$ cat src/design/cmr_pkg.sv
`timescale 1ns / 1ps
package cmr_pkg;
  localparam int unsigned NumSources = 128;
  localparam int unsigned MaxFrames = 64;
  localparam int unsigned SrcW = $clog2(NumSources);
  localparam int unsigned SeqW = $clog2(MaxFrames);
  localparam int unsigned MemAw = SrcW + SeqW;

  typedef enum logic [1:0] {
    KindSingle = 2'd0,
    KindHead = 2'd1,
    KindMiddle = 2'd2,
    KindTail = 2'd3
  } kind_e;

  typedef enum logic [2:0] {
    StStored = 3'd0,
    StWord = 3'd1,
    StErrFrame = 3'd2,
    StReject = 3'd3,
    StSeqFail = 3'd4,
    StTagFail = 3'd5
  } status_e;

  typedef struct packed {
    logic [6:0] source_address;
    logic [1:0] frame_kind;
    logic [5:0] sequence_number;
    logic [2:0] message_tag;
    logic error_flag;
    logic [63:0] payload;
  } req_t;

  typedef struct packed {
    logic [63:0] word_out;
    logic last_word;
    logic [2:0] status;
    logic [31:0] error_frame_total;
    logic [31:0] tag_error_total;
  } rsp_t;
endpackage

$ cat src/design/cmr_front.sv
`timescale 1ns / 1ps
module cmr_front (
  input  logic clk_i,
  input  logic rst_ni,
  input  logic start_i,
  output logic busy_o,
  input  cmr_pkg::req_t req_i,
  input  logic q_full_i,
  output logic q_push_o,
  output cmr_pkg::req_t q_data_o
);
  import cmr_pkg::*;
  logic hold_q;
  logic hold_d;
  req_t data_q;

  assign busy_o = hold_q;
  assign q_push_o = hold_q && !q_full_i;
  assign q_data_o = data_q;

  always_comb begin
    hold_d = hold_q;
    if (q_push_o) begin
      hold_d = 1'b0;
    end
    if (start_i && !hold_q) begin
      hold_d = 1'b1;
    end
  end

  always_ff @(posedge clk_i or negedge rst_ni) begin
    if (!rst_ni) begin
      hold_q <= 1'b0;
    end else begin
      hold_q <= hold_d;
    end
  end

  always_ff @(posedge clk_i) begin
    if (start_i && !hold_q) begin
      data_q <= req_i;
    end
  end
endmodule

$ cat config.mk
export PLATFORM = sky130hd
export DESIGN_NAME = cmr_front
export DESIGN_NICKNAME = d
export VERILOG_FILES = /design/src/design/cmr_pkg.sv /design/src/design/cmr_front.sv
export SDC_FILE = /design/constraint.sdc
export NUM_CORES = 1
export LEC_CHECK = 0
export ABC_AREA = 1
export BUFFER_PORTS_ARGS = -buffer_cell sky130_fd_sc_hd__buf_4
export CAP_MARGIN = 40
export CORE_UTILIZATION = 44
export CTS_CLUSTER_DIAMETER = 150
export DETAILED_ROUTE_END_ITERATION = 8
export GPL_ROUTABILITY_DRIVEN = 0
export PLACE_DENSITY = 0.89
export SYNTH_ARGS = -nofsm -noshare
export SYNTH_HDL_FRONTEND = slang
export SYNTH_SLANG_ARGS = --single-unit
$ cat constraint.sdc
create_clock -name clk_i -period 8.4 [get_ports clk_i]
set_input_delay 1.68 -clock clk_i [delete_from_list [all_inputs] [get_ports clk_i]]
set_output_delay 1.68 -clock clk_i [all_outputs]
set_load 0.02 [all_outputs]
==> metrics.txt <==
outcome complete, no violations; initial antenna violation count 0; Antenna Nets Post-Route 0; DR vias 1,575; first-pass GRT wire length 8450 µm; largest net degree at the start of global routing 44; IO Count 172; WS Path Type primary input to output pin; mean post-synth cell area 28.2 µm²; worst min path class flip-flop to flip-flop; PwrDens 217 nW/µm²; TNS Setup 0 ns; fraction of layout cells with a size suffix above 1 67.7%; synth cell count leaders 83 x edfxtp_1, 3 x nor2_1, 2 x inv_1; Synth Area in Adders 0%; Area contributors post-synth edfxtp_1 98%, dfrtp_1 0.98%, nor2_1 0.44%, inv_1 0.30%, nor2_2 0.25%; n_diodes 0; post-synthesis compound-gate area fraction 0%; CP Capture Type output pin; register area share after synthesis 99.0%; Starting Density 45.9%; register clock-pin slew on the reported worst setup and hold paths 0.07 ns; Post-DP HPWL 4420 µm; dominant synthesized flop cell edfxtp_1; Pleak 1.73 nW; Post-synth EDFFs 83; hold-fix buffers at CTS 0; post-CTS sizing 0; arrival time worst endpoint 2.08 ns; Synth Area in Simple Gates 0.689%; leading area contributor after synthesis edfxtp_1; Die W 78.0 µm; Fin. Hold Viols 0; Iteration-0 DRC Markers 62; share of the synthesized area in the top cell type 98.0%; Post-Syn Instances 90; CORE AREA 5540 µm²; peak supply drop 0.000187 V; clk sinks 84; Worst EP required 6.72 ns; flop2flop setup slack 6.47 ns; CTS tree done; pre-CTS setup slack 4.66 ns; RSZ-0062 raised after global routing no; postcts setup bufs 0; Slew Limit Headroom 63.8%; clock buffer depth 2; Pre-Repair DR Iteration Count 4; Max Cap Violations 0; period utilisation layout 44.7%; Skew-Pair Late Insertion Delay 0.34 ns; die height 78.0 µm; most frequent cell after synthesis edfxtp_1; Core Rows 27; mux cell area share after synthesis 0%; nets 361; DRC 0; final worst slack 4.64 ns; die area 6090 µm²; FF+latch count, synth 84; Clock Skew 0.0107 ns; Vias/cell 4.49; GRT Util Overall 20.3%; Post-Route WL 6120 µm; Async SR Flop Fraction 1.19%; max-slew violation count 0; total grt overflow 0; worst-margin pin slew 0.543 ns; IO buf count 171; Root Buffer clkbuf_8; Netlist cell types 5; CTS Buf Count 9; Min Hold Slack 0.743 ns; YS warnings 0; wire per inst 17.4 µm; H-Tree Depth 3; Setup Viol. Count Final 0; Setup crit start kind primary input; largest family of logic cells by synthesized area simple AND/OR/NAND/NOR gates; vias in the first global route 1,693; Post-Syn Area 2540 µm²; Layout area overhead 63.0%; minimum clock period 3.76 ns; XOR/XNOR Fraction of Synth Area 0%; FMAX 0.266 GHz; Mapped Nets 177; Crit Path Max Fanout 2
==> layer usage <==
metal | GRT usage [%] | vias to the layer above | wire, µm
met1 | 17.2 | 735 | 1910
met4 | 11.7 | 0 | 124
li1 | - | 726 | -
met2 | 38.7 | 102 | 3410
met5 | 0 | - | 0
met3 | 8.72 | 12 | 671
==> sequential cells by signal, summed over array words and instances, names as in the netlist <==
name	cells
q_data_o	83
busy_o	1
==> path summary, 6_finish.rpt <==
check                          from      endpoint  cells after the start
max reg2reg                  busy_o  q_data_o[13]                      3
min in group asynchronous    rst_ni        busy_o                      1
min reg2reg                  busy_o        busy_o                      2
max in group asynchronous    rst_ni        busy_o                      1
max                        q_full_i      q_push_o                      3
min                          busy_o        busy_o                      2
==> report_power, final <==
group	switching, mW	internal (mW)
Combinational	0.0648	0.0585
Clock	0.137	0.137
Sequential	0.00891	0.495
==> cell type report <==
| cell class | count | area (µm²) |
|---|---|---|
| multi-input combinational | 4 | 25.0 |
| clock inverter | 6 | 65.1 |
| inverter | 2 | 7.51 |
| clock buffer | 10 | 128 |
| sequential | 84 | 2520 |
| fill | 338 | 1400 |
| timing repair buffer | 173 | 1310 |
| tap | 72 | 90.1 |
==> kinds of logic after synthesis <==
| group | count (synthesis) |
|---|---|
| buffers and inverters | 2 |
| DFF | 84 |
| and+or+nand+nor | 4 |
==> through the flow <==
step           total power [mW]  utilization, %  instances  area [µm²]
5_1_grt                   0.927            74.8        351        4140
4_1_cts                   0.908            74.8        351        4140
2_1_floorplan             0.562               -         90        2540
3_5_place_dp              0.636            71.3        335        3950
3_3_place_gp              0.630            71.0        334        3930
6_report                  0.901            74.8        351        4140
==> cell usage in the layout, fill, tap and decap left out, types with 2 or more instances in the layout <==
cell type / instances
buf_4: 172
edfxtp_1: 83
clkbuf_8: 9
clkinvlp_4: 3
inv_1: 2
nor2_1: 2
==> worst max-delay path, cell delays in order <==
cell,delay [ns]
buf_4,0.11
nor2_2,0.13
buf_4,0.16
Note: power is estimated with default switching activity, not from simulation.
