`config.mk`:
```
export PLATFORM = sky130hd
export DESIGN_NAME = cmr_queue
export DESIGN_NICKNAME = d
export VERILOG_FILES = /design/src/design/cmr_pkg.sv /design/src/design/cmr_queue.sv
export SDC_FILE = /design/constraint.sdc
export NUM_CORES = 1
export LEC_CHECK = 0
export BUFFER_PORTS_ARGS = -buffer_cell sky130_fd_sc_hd__buf_2
export CAP_MARGIN = 5
export CORE_UTILIZATION = 52
export DETAILED_ROUTE_END_ITERATION = 10
export PLACE_DENSITY_LB_ADDON = 0.08
export SLEW_MARGIN = 20
export SYNTH_ARGS = -nofsm -noshare
export SYNTH_HDL_FRONTEND = slang
export SYNTH_SLANG_ARGS = --single-unit
export TNS_END_PERCENT = 10
```
`constraint.sdc`:
```
create_clock -name clk_i -period 6.45 [get_ports clk_i]
set_clock_uncertainty 0.1 [all_clocks]
set_input_delay 0.645 -clock clk_i [delete_from_list [all_inputs] [get_ports clk_i]]
set_output_delay 0.645 -clock clk_i [all_outputs]
set_load 0.02 [all_outputs]
```
`src/design/cmr_pkg.sv`:
```
`timescale 1ns / 1ps
package cmr_pkg;
  localparam int unsigned NumSources = 128;
  localparam int unsigned MaxFrames = 64;
  localparam int unsigned SrcW = $clog2(NumSources);
  localparam int unsigned SeqW = $clog2(MaxFrames);
  localparam int unsigned MemAw = SrcW + SeqW;

  typedef enum logic [1:0] {
    KindSingle = 2'd0,
    KindHead = 2'd1,
    KindMiddle = 2'd2,
    KindTail = 2'd3
  } kind_e;

  typedef enum logic [2:0] {
    StStored = 3'd0,
    StWord = 3'd1,
    StErrFrame = 3'd2,
    StReject = 3'd3,
    StSeqFail = 3'd4,
    StTagFail = 3'd5
  } status_e;

  typedef struct packed {
    logic [6:0] source_address;
    logic [1:0] frame_kind;
    logic [5:0] sequence_number;
    logic [2:0] message_tag;
    logic error_flag;
    logic [63:0] payload;
  } req_t;

  typedef struct packed {
    logic [63:0] word_out;
    logic last_word;
    logic [2:0] status;
    logic [31:0] error_frame_total;
    logic [31:0] tag_error_total;
  } rsp_t;
endpackage

```
`src/design/cmr_queue.sv`:
```
`timescale 1ns / 1ps
module cmr_queue (
  input  logic clk_i,
  input  logic rst_ni,
  input  logic push_i,
  input  cmr_pkg::req_t push_data_i,
  output logic full_o,
  output logic valid_o,
  input  logic pop_i,
  output cmr_pkg::req_t pop_data_o
);
  import cmr_pkg::*;
  req_t mem_q [2];
  logic wr_q;
  logic rd_q;
  logic [1:0] cnt_q;

  assign full_o = cnt_q == 2'd2;
  assign valid_o = cnt_q != 2'd0;
  assign pop_data_o = mem_q[rd_q];

  always_ff @(posedge clk_i or negedge rst_ni) begin
    if (!rst_ni) begin
      wr_q <= 1'b0;
      rd_q <= 1'b0;
      cnt_q <= 2'd0;
    end else begin
      if (push_i) begin
        wr_q <= !wr_q;
      end
      if (pop_i) begin
        rd_q <= !rd_q;
      end
      cnt_q <= cnt_q + {1'b0, push_i} - {1'b0, pop_i};
    end
  end

  always_ff @(posedge clk_i) begin
    if (push_i) begin
      mem_q[wr_q] <= push_data_i;
    end
  end
endmodule

```
==> out/qor.tcl <==
set qor(run_status) {finished clean}
set qor(ctsHtreeMaxLevel) 4
set qor(share_of_final_layout_standard_cells_stronger_than_drive_strength_1) 0.609
set qor(grt_pass1_vias) 3110
set qor(cts_setup_buffers) 0
set qor(crit_slowest_cell) {sky130_fd_sc_hd__dfrtp_4}
set qor(grt_pass1_wl_um) 15500
set qor(globalRouteTotalUtil) 0.170
set qor(slew_of_the_pin_with_the_lowest_slew_margin_ps) 823
set qor(number_of_cts_inserted_buffers) 17
set qor(power.total_mw) 3.69
set qor(synth.net_count) 362
set qor(grt_start_max_net_pins) 48
set qor(number_of_antenna_violations_at_the_first_check_in_global_routing) 0
set qor(final_period_minus_worst_setup_slack_ps) 3400
set qor(place.gp.congestion) 0.717
set qor(antenna-diode-count) 0
set qor(regToRegSetupSlack_ps) 4400
set qor(crit_buf_inv) 2
set qor(synthesized_cell_area_um2) 6430
set qor(worstHoldPathType) {in2reg}
set qor(globalRoute.totalOverflow) 0
set qor(floorplan.die_area_um2) 12800
set qor(layout.cell_area.non_filler_um2) 8000
set qor(drt_iter0_drc) 196
set qor(timing.critical_path.slowest_cell_delay_ps) 840
set qor(cp_num_cells) 3
set qor(routed_wl_um) 10200
set qor(fin_nets) 548
set qor(critPathLaunch) {rd_q}
set qor(clk-insertion-delay-late_ps) 410
set qor(worstSetupStartpointType) {flop}
set qor(regToRegEndpoint) {mem_q[1][70]}
set qor(detailroute.via_count) 3097
set qor(critPathTopFamily) {buffers and inverters}
set qor(detailed_place.area_um2) 7420
set qor(vias_per_cell) 5.01
set qor(final.fill_count) 864
set qor(remaining_drc_errors) 0
set qor(cp-end-kind) {output port}
set qor(postCtsResizedCells) 0
set qor(worstReg2RegStart) {wr_q}
set qor(tritoncts) {built}
set qor(height_of_the_die_um) 113
set qor(ir_drop_worst_case_vdd_uv) 244
set qor(totalNegativeSetupSlack_ps) 0
set qor(required_time_reported_for_the_critical_path_endpoint_ps) 5700
set qor(port_buffers) 171
set qor(setup_repair_after_global_routing_missed_its_margin) {false}
set qor(setup_viol) 0
set qor(initial_core_utilization) 0.536
set qor(syn2layout_area_growth_pct) 24.3
set qor(critical_path.endpoint) {pop_data_o[2]}
set qor(post_synth.cell_area_avg_um2) 23.6
set qor(post-place-cells) 585
set qor(maxSlewHeadroom) 0.452
set qor(core-area_um2) 12000
set qor(reg2regPathDepth) 2
set qor(sequence_of_cells_on_the_critical_path) {buf_4, mux2_2, buf_2}
set qor(ios) 172
set qor(arrival_ps) 2650
set qor(worst-setup-path-type) {reg2out}
set qor(chipWidth_um) 113
set qor(routed_wire_length_per_instance_um) 16.5
set qor(cts_root_buf) {sky130_fd_sc_hd__clkbuf_16}
set qor(final_hold_viol_count) 0
set qor(syn-instance-count) 273
set qor(ys_seq_area_frac) 0.791
set qor(timing.critical_path.fanout_max) 47
set qor(clock_sink_count) 170
set qor(clockBufferDepth) 2
set qor(placement_rows) 40
set qor(fin_util) 0.666
set qor(ff_latch_count_synth) 170
set qor(yosysWarningCount) 0
set qor(cellPowerDensity_nw_per_um2) 461
set qor(finalMaxSlewViolations) 0
set qor(max_cap_violations) 0
set qor(clock.fmax_ghz) 0.294
set qor(clock_transition_at_the_registers_of_the_reported_paths_ps) 60
set qor(synth_cell_type_count) 13
set qor(antenna_left) 0
set qor(final_instance_count_without_filler_cells) 618
set qor(first_pass_iters) 4
set qor(leakage_nw) 3.22
set qor(timing.final.crit_share) 0.527
## final cells by class
cell class	count	area [µm²]	area share
flip-flops and latches	170	5090	0.636
multi-input cells	92	1260	0.158
repair buffers	176	916	0.115
clock buffers	19	433	0.0541
well taps	147	184	0.0230
clock inverters	12	108	0.0135
inverters	2	7.51	0.000939
## synth_stat cells (all sizes together)
library cell,n,area share
dfrtp,4,0.016
ha,2,0.0039
inv,2,0.0012
and2,1,0.00097
nor2b,2,0.0019
mux2,83,0.18
or2,1,0.00097
buf,9,0.014
xor3,1,0.0037
edfxtp,166,0.77
xor2,2,0.0027
## per-stage QoR
step / hold slack [ps] / setup slack, ps
detailed placement: 356 / 3480
floorplan: 249 / 1540
finish: 314 / 3050
global route: 291 / 2910
global placement: 356 / 3490
CTS: 290 / 3020
## metal layers
layer / part of all wire / routed length [µm] / global-route usage
met5: 0 / 0 / 0
met4: 0.020 / 207 / 0.0939
met3: 0.077 / 787 / 0.0712
met2: 0.52 / 5310 / 0.281
met1: 0.38 / 3920 / 0.187
## worst min-delay path by stage
| stage | to | startpoint | cells past startpoint | slack [ps] |
|---|---|---|---|---|
| floorplan | cnt_q[0] | rst_ni | 0 | 250 |
| global placement | cnt_q[1] | rst_ni | 1 | 360 |
| detailed placement | cnt_q[0] | rst_ni | 1 | 360 |
| CTS | mem_q[0][54] | push_data_i[54] | 1 | 290 |
| global route | mem_q[0][74] | push_data_i[74] | 1 | 290 |
| finish | mem_q[0][61] | push_data_i[61] | 1 | 310 |
## cell families after synthesis
group | share of synthesized area
multiplexers | 0.180
adder cells (fa/ha/maj) | 0.00389
AND/OR/NAND/NOR | 0.00389
flip-flops | 0.791
XOR/XNOR | 0.00642
buffers and inverters | 0.0150
## cell usage in the layout (no fill, tap or decap), types with 3 or more instances in the layout
cell type,n
sky130_fd_sc_hd__edfxtp_1,166
sky130_fd_sc_hd__mux2_2,23
sky130_fd_sc_hd__dfrtp_1,3
sky130_fd_sc_hd__buf_4,3
sky130_fd_sc_hd__clkinv_2,5
sky130_fd_sc_hd__clkinv_1,4
sky130_fd_sc_hd__clkbuf_16,17
sky130_fd_sc_hd__mux2_4,60
sky130_fd_sc_hd__buf_2,171
## registers in the layout (all words and copies together) (netlist names)
signal	cells
wr_q	1
cnt_q	2
rd_q	1
mem_q	166
## timing repair
action,in CTS,in global routing
endpoints found under the hold margin,4,0
hold buffers,1,0
endpoints found under the setup margin,0,0
## where the power goes
group          internal (mW)  switching (mW)  leakage [nW]
sequential              1.47           0.111          1.60
clock                  0.557           0.367         0.266
combinational          0.546           0.641          1.35
Note: power is estimated with default switching activity, not from simulation.
